<file path="config.mk">
export PLATFORM = sky130hd
export DESIGN_NAME = icp_controller
export DESIGN_NICKNAME = d
export VERILOG_FILES = /design/src/rtl/icp_pkg.sv /design/src/rtl/icp_controller.sv
export SDC_FILE = /design/constraint.sdc
export NUM_CORES = 1
export LEC_CHECK = 0
export ABC_AREA = 1
export BUFFER_PORTS_ARGS = -buffer_cell sky130_fd_sc_hd__buf_2
export CAP_MARGIN = 10
export CORE_ASPECT_RATIO = 1.1
export CORE_MARGIN = 2
export CORE_UTILIZATION = 35
export DETAILED_ROUTE_END_ITERATION = 16
export SLEW_MARGIN = 20
export SYNTH_ARGS = -nofsm -noshare
export SYNTH_HDL_FRONTEND = slang
export SYNTH_SLANG_ARGS = --single-unit
</file>
<file path="constraint.sdc">
create_clock -name clk -period 1.6 [get_ports clk]
set_input_delay 0.24 -clock clk [delete_from_list [all_inputs] [get_ports clk]]
set_output_delay 0.24 -clock clk [all_outputs]
set_load 0.01 [all_outputs]
</file>
<file path="src/rtl/icp_pkg.sv">
// Package for the intcode processor core: item and result types, status and
// instruction codes, datapath commands and controller/datapath status.
// No dependencies.
package icp_pkg;

    localparam int MEM_WORDS_DEF = 4096;

    // Item kinds
    localparam logic OP_LOAD = 1'b0;
    localparam logic OP_STEP = 1'b1;

    // Result status codes
    localparam logic [2:0] ST_OK      = 3'd0;
    localparam logic [2:0] ST_OUT     = 3'd1;
    localparam logic [2:0] ST_WAIT    = 3'd2;
    localparam logic [2:0] ST_HALT    = 3'd3;
    localparam logic [2:0] ST_BADOP   = 3'd4;
    localparam logic [2:0] ST_BADMODE = 3'd5;
    localparam logic [2:0] ST_BADADDR = 3'd6;

    // Instruction codes (word modulo 100)
    localparam logic [6:0] IC_ADD  = 7'd1;
    localparam logic [6:0] IC_MUL  = 7'd2;
    localparam logic [6:0] IC_IN   = 7'd3;
    localparam logic [6:0] IC_OUT  = 7'd4;
    localparam logic [6:0] IC_JNZ  = 7'd5;
    localparam logic [6:0] IC_JZ   = 7'd6;
    localparam logic [6:0] IC_LT   = 7'd7;
    localparam logic [6:0] IC_EQ   = 7'd8;
    localparam logic [6:0] IC_ARB  = 7'd9;
    localparam logic [6:0] IC_HALT = 7'd99;

    // Parameter mode codes
    localparam logic [3:0] MD_POS = 4'd0;
    localparam logic [3:0] MD_IMM = 4'd1;
    localparam logic [3:0] MD_REL = 4'd2;

    // Divide by ten: q = (x * RECIP) >> SHIFT, exact for any 32-bit x
    localparam logic [31:0] DIV10_RECIP = 32'hCCCC_CCCD;
    localparam int          DIV10_SHIFT = 35;
    localparam int          NUM_DIGITS  = 5;

    typedef struct packed {
        logic               opcode;
        logic [11:0]        address;
        logic signed [31:0] value;
        logic               in_valid;
        logic [7:0]         in_byte;
    } item_t;

    typedef struct packed {
        logic [2:0]         status;
        logic signed [31:0] out_value;
        logic               input_taken;
        logic signed [31:0] next_pc;
    } result_t;

    typedef enum logic [3:0] {
        DP_NONE,
        DP_CLEAR,
        DP_CAPTURE,
        DP_LOAD_WR,
        DP_FETCH,
        DP_WORD,
        DP_DIV_MUL,
        DP_DIV_REM,
        DP_OPND_ADDR,
        DP_OPND_RAW,
        DP_OPND_VAL,
        DP_MUL,
        DP_EXEC,
        DP_FINISH
    } dp_op_t;

    typedef struct packed {
        dp_op_t     op;
        logic [1:0] idx;
        logic       dst;
        logic [2:0] code;
    } dp_cmd_t;

    typedef struct packed {
        logic       is_step;
        logic       halted;
        logic [2:0] err;
        logic       load_bad;
        logic       fetch_bad;
        logic       word_neg;
        logic [6:0] oc;
        logic       mode_bad;
        logic       imm;
        logic       opnd_bad;
        logic       eff_bad;
        logic       jump_taken;
        logic       in_valid;
        logic       clr_last;
    } dp_stat_t;

endpackage

</file>
<file path="src/rtl/icp_controller.sv">
// Controller of the intcode core: sequences memory clear, loads, fetch,
// decimal decode, operand resolution, execute and result handoff.
// Depends on icp_pkg.
module icp_controller
    import icp_pkg::*;
(
    input  logic     clk,
    input  logic     rst_n,
    input  logic     item_valid,
    output logic     item_ready,
    output logic     result_valid,
    input  logic     result_ready,
    input  dp_stat_t stat,
    output dp_cmd_t  cmd
);

    typedef enum logic [3:0] {
        C_CLEAR,
        C_IDLE,
        C_DISPATCH,
        C_WORD,
        C_DIVM,
        C_DIVR,
        C_DECODE,
        C_OADDR,
        C_ORAW,
        C_OVAL,
        C_NEXT,
        C_MUL,
        C_EXEC,
        C_FINISH
    } state_t;

    state_t     state_reg, state_next;
    logic [1:0] idx_reg, idx_next;
    logic       dst_reg, dst_next;
    logic [2:0] cnt_reg, cnt_next;
    logic [2:0] code_reg, code_next;
    logic       out_valid_reg, out_valid_next;
    logic       slot_free;

    assign item_ready   = state_reg == C_IDLE;
    assign result_valid = out_valid_reg;
    assign slot_free    = !out_valid_reg || result_ready;

    // Next state and datapath command
    always_comb
    begin
        state_next     = state_reg;
        idx_next       = idx_reg;
        dst_next       = dst_reg;
        cnt_next       = cnt_reg;
        code_next      = code_reg;
        out_valid_next = out_valid_reg && !result_ready;
        cmd.op         = DP_NONE;
        cmd.idx        = idx_reg;
        cmd.dst        = dst_reg;
        cmd.code       = code_reg;

        unique case (state_reg)
            C_CLEAR:
            begin
                cmd.op = DP_CLEAR;
                if (stat.clr_last)
                begin
                    state_next = C_IDLE;
                end
            end
            C_IDLE:
            begin
                if (item_valid)
                begin
                    cmd.op     = DP_CAPTURE;
                    state_next = C_DISPATCH;
                end
            end
            C_DISPATCH:
            begin
                state_next = C_FINISH;
                if (!stat.is_step)
                begin
                    if (stat.load_bad)
                    begin
                        code_next = ST_BADADDR;
                    end
                    else
                    begin
                        cmd.op    = DP_LOAD_WR;
                        code_next = ST_OK;
                    end
                end
                else if (stat.halted)
                begin
                    code_next = ST_HALT;
                end
                else if (stat.err != ST_OK)
                begin
                    code_next = stat.err;
                end
                else if (stat.fetch_bad)
                begin
                    code_next = ST_BADADDR;
                end
                else
                begin
                    cmd.op     = DP_FETCH;
                    state_next = C_WORD;
                end
            end
            C_WORD:
            begin
                cmd.op     = DP_WORD;
                cnt_next   = 3'd0;
                state_next = C_DIVM;
            end
            C_DIVM:
            begin
                cmd.op     = DP_DIV_MUL;
                state_next = C_DIVR;
            end
            C_DIVR:
            begin
                cmd.op   = DP_DIV_REM;
                cnt_next = cnt_reg + 3'd1;
                if (cnt_reg == 3'(NUM_DIGITS - 1))
                begin
                    state_next = C_DECODE;
                end
                else
                begin
                    state_next = C_DIVM;
                end
            end
            C_DECODE:
            begin
                idx_next   = 2'd0;
                dst_next   = 1'b0;
                state_next = C_OADDR;
                if (stat.word_neg)
                begin
                    code_next  = ST_BADOP;
                    state_next = C_FINISH;
                end
                else
                begin
                    case (stat.oc)
                        IC_ADD, IC_MUL, IC_LT, IC_EQ, IC_OUT, IC_JNZ, IC_JZ, IC_ARB:
                        begin
                            dst_next = 1'b0;
                        end
                        IC_IN:
                        begin
                            dst_next = 1'b1;
                            if (!stat.in_valid)
                            begin
                                code_next  = ST_WAIT;
                                state_next = C_FINISH;
                            end
                        end
                        IC_HALT:
                        begin
                            code_next  = ST_HALT;
                            state_next = C_FINISH;
                        end
                        default:
                        begin
                            code_next  = ST_BADOP;
                            state_next = C_FINISH;
                        end
                    endcase
                end
            end
            C_OADDR:
            begin
                if (stat.mode_bad)
                begin
                    code_next  = ST_BADMODE;
                    state_next = C_FINISH;
                end
                else if (stat.opnd_bad)
                begin
                    code_next  = ST_BADADDR;
                    state_next = C_FINISH;
                end
                else
                begin
                    cmd.op     = DP_OPND_ADDR;
                    state_next = C_ORAW;
                end
            end
            C_ORAW:
            begin
                cmd.op = DP_OPND_RAW;
                if (!dst_reg && stat.imm)
                begin
                    state_next = C_NEXT;
                end
                else if (stat.eff_bad)
                begin
                    code_next  = ST_BADADDR;
                    state_next = C_FINISH;
                end
                else if (dst_reg)
                begin
                    state_next = C_NEXT;
                end
                else
                begin
                    state_next = C_OVAL;
                end
            end
            C_OVAL:
            begin
                cmd.op     = DP_OPND_VAL;
                state_next = C_NEXT;
            end
            C_NEXT:
            begin
                state_next = C_EXEC;
                case (stat.oc)
                    IC_ADD, IC_MUL, IC_LT, IC_EQ:
                    begin
                        if (idx_reg == 2'd0)
                        begin
                            idx_next   = 2'd1;
                            state_next = C_OADDR;
                        end
                        else if (idx_reg == 2'd1)
                        begin
                            idx_next   = 2'd2;
                            dst_next   = 1'b1;
                            state_next = C_OADDR;
                        end
                        else if (stat.oc == IC_MUL)
                        begin
                            state_next = C_MUL;
                        end
                    end
                    IC_JNZ, IC_JZ:
                    begin
                        if (idx_reg == 2'd0 && stat.jump_taken)
                        begin
                            idx_next   = 2'd1;
                            state_next = C_OADDR;
                        end
                    end
                    default:
                    begin
                        state_next = C_EXEC;
                    end
                endcase
            end
            C_MUL:
            begin
                cmd.op     = DP_MUL;
                state_next = C_EXEC;
            end
            C_EXEC:
            begin
                cmd.op     = DP_EXEC;
                code_next  = (stat.oc == IC_OUT) ? ST_OUT : ST_OK;
                state_next = C_FINISH;
            end
            C_FINISH:
            begin
                if (slot_free)
                begin
                    cmd.op         = DP_FINISH;
                    out_valid_next = 1'b1;
                    state_next     = C_IDLE;
                end
            end
            default:
            begin
                state_next = C_IDLE;
            end
        endcase
    end

    // Hold state and registered outputs
    always_ff @(posedge clk or negedge rst_n)
    begin
        if (!rst_n)
        begin
            state_reg     <= C_CLEAR;
            idx_reg       <= 2'd0;
            dst_reg       <= 1'b0;
            cnt_reg       <= 3'd0;
            code_reg      <= ST_OK;
            out_valid_reg <= 1'b0;
        end
        else
        begin
            state_reg     <= state_next;
            idx_reg       <= idx_next;
            dst_reg       <= dst_next;
            cnt_reg       <= cnt_next;
            code_reg      <= code_next;
            out_valid_reg <= out_valid_next;
        end
    end

endmodule

</file>
# Word-level counts from Yosys, hierarchy flattened
# Cells that the tools add are included.
# Widths: inputs -> output; s select.
# classes
n_addsub,1
n_eq_ne,40
muxes,60
n_reduce_logical,20
# op_table
op,count
$mux 4,16
$mux 3,19
$pmux 4 s14,1
$pmux 4 s12,1
$eq 7x3->1 const B,4
$eq 4x4->1 const B,6
$eq 4x3->1 const B,4
$pmux 4 s2,2
$pmux 3 s5,1
$eq 7x2->1 const B,2
$eq 7x4->1 const B,2
$mux 2,7
$ne 2x2->1 const B,7
$ne 3x3->1 const B,3
$pmux 3 s3,1
$eq 4x2->1 const B,2
$mux 1,8
$ne 4x4->1 const B,2
$pmux 2 s2,2
$reduce_and 4->1,2
$reduce_or 8->1,1
$eq 7x1->1 const B,1
$eq 7x7->1 const B,1
$reduce_and 7->1,1
20 further kinds,25
# word_totals
reg_bits,14
in_bits,26
output_inout_bits,12

# Longest topological paths before layout
# depth
depth_word,6
depth_mapped,10
mapped_depth_nobuf,10

# Worst setup path before layout
# Ideal clock, no wire load.
# synth_timing
kind,reg2reg
from,register state_reg[2]
to,register code_reg[0]
setup_ns,0.065
arrival_ns,1.278
required_time_ns,1.535
path_slack_ns,0.258
path_stages_with_launch,9
n_path_buf,0
synth_period_minus_slack_ns,1.342
cell_sequence,dfrtp_1 inv_1 nand2_1 nor2_1 inv_1 nand2_4 nor3b_4 nand3_1 nand2_1
# synth_via
elab_chain_len,3
# synth_lines
item,line_no,rtl
start: declaration,icp_controller.sv:34,"state_t state_reg, state_next;"
start signal: assignment,icp_controller.sv:294,state_reg <= state_next;
$eq 4x2->1 (tied with other cells),icp_controller.sv:60,unique case (state_reg)
$ne 5x5->1 (no source line) (tied with other cells),n/a,
$reduce_and 7->1 (no source line),n/a,
end signal: assignment,icp_controller.sv:298,code_reg <= code_next;
end: declaration,icp_controller.sv:38,"logic [2:0] code_reg, code_next;"
# Several ways; a longest one is shown, not always the timed one.
# A chain may end at the register's enable or synchronous reset.

==> impl_metrics.json <==
{
  "placed_cell_area_mm2": 0.00182,
  "drt_iter0_drc": 100,
  "grt_usage_pct": 20.0,
  "die_area_mm2": 0.00488,
  "path_max_fanout": 4,
  "relSlewSlack_pct": 77.8,
  "synthesis.nets": 284,
  "fmax_ghz": 0.587,
  "num_rows": 25,
  "routed_wl_mm": 4.60,
  "min_period_ps": 1700,
  "synth.avg_cell_area_um2": 5.93,
  "violations": "negative setup slack",
  "wire_per_inst_um": 12.3,
  "p_leak_nw": 1.13,
  "arrival_ps": 1460,
  "hp-class": "in -> reg",
  "syn2layout_area_growth_pct": 37.6,
  "rsz0062_at_grt": "true",
  "grt_pass1_wl_mm": 7.38,
  "ys_seq_elements": 14,
  "end_kind": "output pin",
  "maxCapViolations": 0,
  "port_buffers": 37,
  "ir_worst_vdd_mv": 0.736,
  "finalCritPeriodShare_pct": 106,
  "synthCells": 256,
  "nNetsFinal": 349,
  "tritoncts_num_sinks": 14,
  "fin_cells": 374,
  "dr_wl_met2_mm": 2.36,
  "htree_levels": 1,
  "antenna_found_initial": 0,
  "cts_buffers": 3,
  "wl_met3_um": 170,
  "fin_setup_tns_ps": -317,
  "remaining_drc_errors": 0,
  "core_area_mm2": 0.00422,
  "antenna_cells": 0,
  "die_w_um": 66.8,
  "drv_slew": 0,
  "status": "finished, violations left",
  "drt-met1-wl_mm": 1.93,
  "largest_reg_flops": 4,
  "viasPerCell": 4.87,
  "clockBufferDepth": 2,
  "grt_max_degree": 15,
  "worst_pin_slew_ps": 334,
  "dp_hpwl_mm": 3.69,
  "insertion_delay_ps": 250,
  "cp.required_ps": 1360,
  "dp_slack_ps": 65.5,
  "cp-start-kind": "flop",
  "placed_cells": 354,
  "layout-drive-gt1-share_pct": 36.3,
  "syn-cell-area_mm2": 0.00152,
  "whs_path_depth": 2,
  "grt_pass1_vias": 1707,
  "dieHeight_um": 73.1,
  "fin_ws_ps": -104,
  "powerDensity_mw_per_mm2": 1520,
  "crit_type": "reg -> out",
  "ys_warn_count": 0,
  "pin_count": 38,
  "drtPass1Iterations": 4,
  "setup_viol_count_final": 5,
  "top_layer": "met4",
  "clkSlewWorstSetupHoldPaths_ps": 60,
  "finClkSkew_ps": 2.93,
  "vias": 1821,
  "grt_overflow": 0,
  "ant_nets": 0,
  "ff2ff_path_depth": 11,
  "place.gp.congestion": 0.917,
  "synth.yosys.seq_area_share_pct": 23.1,
  "design_area_mm2": 0.00209,
  "hold_viol": 0,
  "cts-root-buf": "clkbuf_8",
  "synth_cell_type_count": 29,
  "cts_tree": "done",
  "initial_utilization_pct": 36.0
}
==> what timing repair did <==
action / 4_1_cts / 5_1_grt
hold buffers: 1 / 0
hold endpoints to repair: 14 / 0
gates resized for setup: 17 / 13
setup buffers: 10 / 8
setup endpoints to repair: 4 / 15
pin swaps: 5 / 12
==> report_power, final <==
group | internal [mW] | switching, mW
combinational | 0.924 | 1.24
sequential | 0.523 | 0.137
clock | 0.218 | 0.138
==> metrics by stage <==
stage	total power, mW	hold WS (ps)	utilization, %
global route	3.45	187	49.5
CTS	3.04	182	47.5
finish	3.18	178	49.5
detailed placement	2.45	161	43.2
floorplan	1.84	-55.6	-
global placement	2.46	153	43.2
==> critical path, stage by stage (launching register included) <==
cell and delay (ps):
dfrtp_1 420, inv_2 90, nand2_1 120, nor2_2 70, nor4_2 250, nand4_1 100, buf_2 150
==> final cells by class <==
type                            count  area [um2]
Tap cell                           54        67.6
Sequential cell                    14         353
Fill cell                         460        2130
Clock buffer                        4        55.1
Inverter                           36         138
Multi-Input combinational cell    205        1090
Timing Repair Buffer               61         383
==> path summary, 6_finish.rpt <==
check,end,from,slack [ps]
worst max-delay path,cmd[6],state_reg[3]$_DFFE_PN0P_,-100
worst min-delay path,result_valid$_DFF_PN0_,result_ready,180
worst max register to register,code_reg[0]$_DFFE_PN0P_,state_reg[3]$_DFFE_PN0P_,-10
worst min register to register,code_reg[1]$_DFFE_PN0P_,code_reg[1]$_DFFE_PN0P_,510
max in group asynchronous,state_reg[1]$_DFFE_PN0P_,rst_n,910
min in group asynchronous,cnt_reg[2]$_DFFE_PN0P_,rst_n,420
==> placed cells by master (no fill, tap or decap), types with 3 or more instances in the layout <==
cell type	Yosys	routed
nand4_1	8	8
dfrtp_1	14	12
nand2_4	5	7
inv_1	28	22
nor2_2	6	5
nor2_4	4	7
nor2_1	41	39
buf_6	0	4
a21oi_1	8	8
nand3_1	19	18
buf_4	1	19
clkbuf_8	0	4
nand2_2	4	8
o21ai_0	14	14
nand2_1	77	71
nand3_2	2	3
buf_2	0	37
inv_2	8	13
==> logic make-up after synthesis <==
group	count (synthesis)	synth area share [%]
buffers and inverters	37	9.39
adder cells (fa/ha/maj)	2	1.65
AND/OR/NAND/NOR	171	53.5
AO/OA/AOI/OAI	31	11.8
XOR/XNOR	1	0.577
flip-flops	14	23.1
==> synth_stat cells <==
master,number,share of area (%)
nand2_1,77,19
nor2_1,41,10
inv_1,28,6.9
nand3_1,19,6.3
dfrtp_1,14,23
o21ai_0,14,4.6
a21oi_1,8,2.6
inv_2,8,2.0
nand4_1,8,3.3
nor2_2,6,2.5
nand2_4,5,3.7
nand2_2,4,1.6
nor2_4,4,3.0
ha_1,2,1.6
nand3_2,2,1.3
nor3_1,2,0.66
o211ai_1,2,0.99
a21boi_1,1,0.49
a22oi_1,1,0.49
buf_4,1,0.49
nor3b_4,1,1.2
nor4_1,1,0.41
o2111ai_1,1,0.58
o21a_1,1,0.49
o21ai_1,1,0.33
o21ai_2,1,0.58
o221ai_1,1,0.58
or2_2,1,0.41
xnor2_1,1,0.58
==> per-layer routing <==
layer	global-route usage, %	vias to the layer above
li1	-	951
met1	22.7	814
met2	37.3	44
met3	3.55	12
met4	6.35	0
met5	0	-
(Power assumes the default switching activity.)
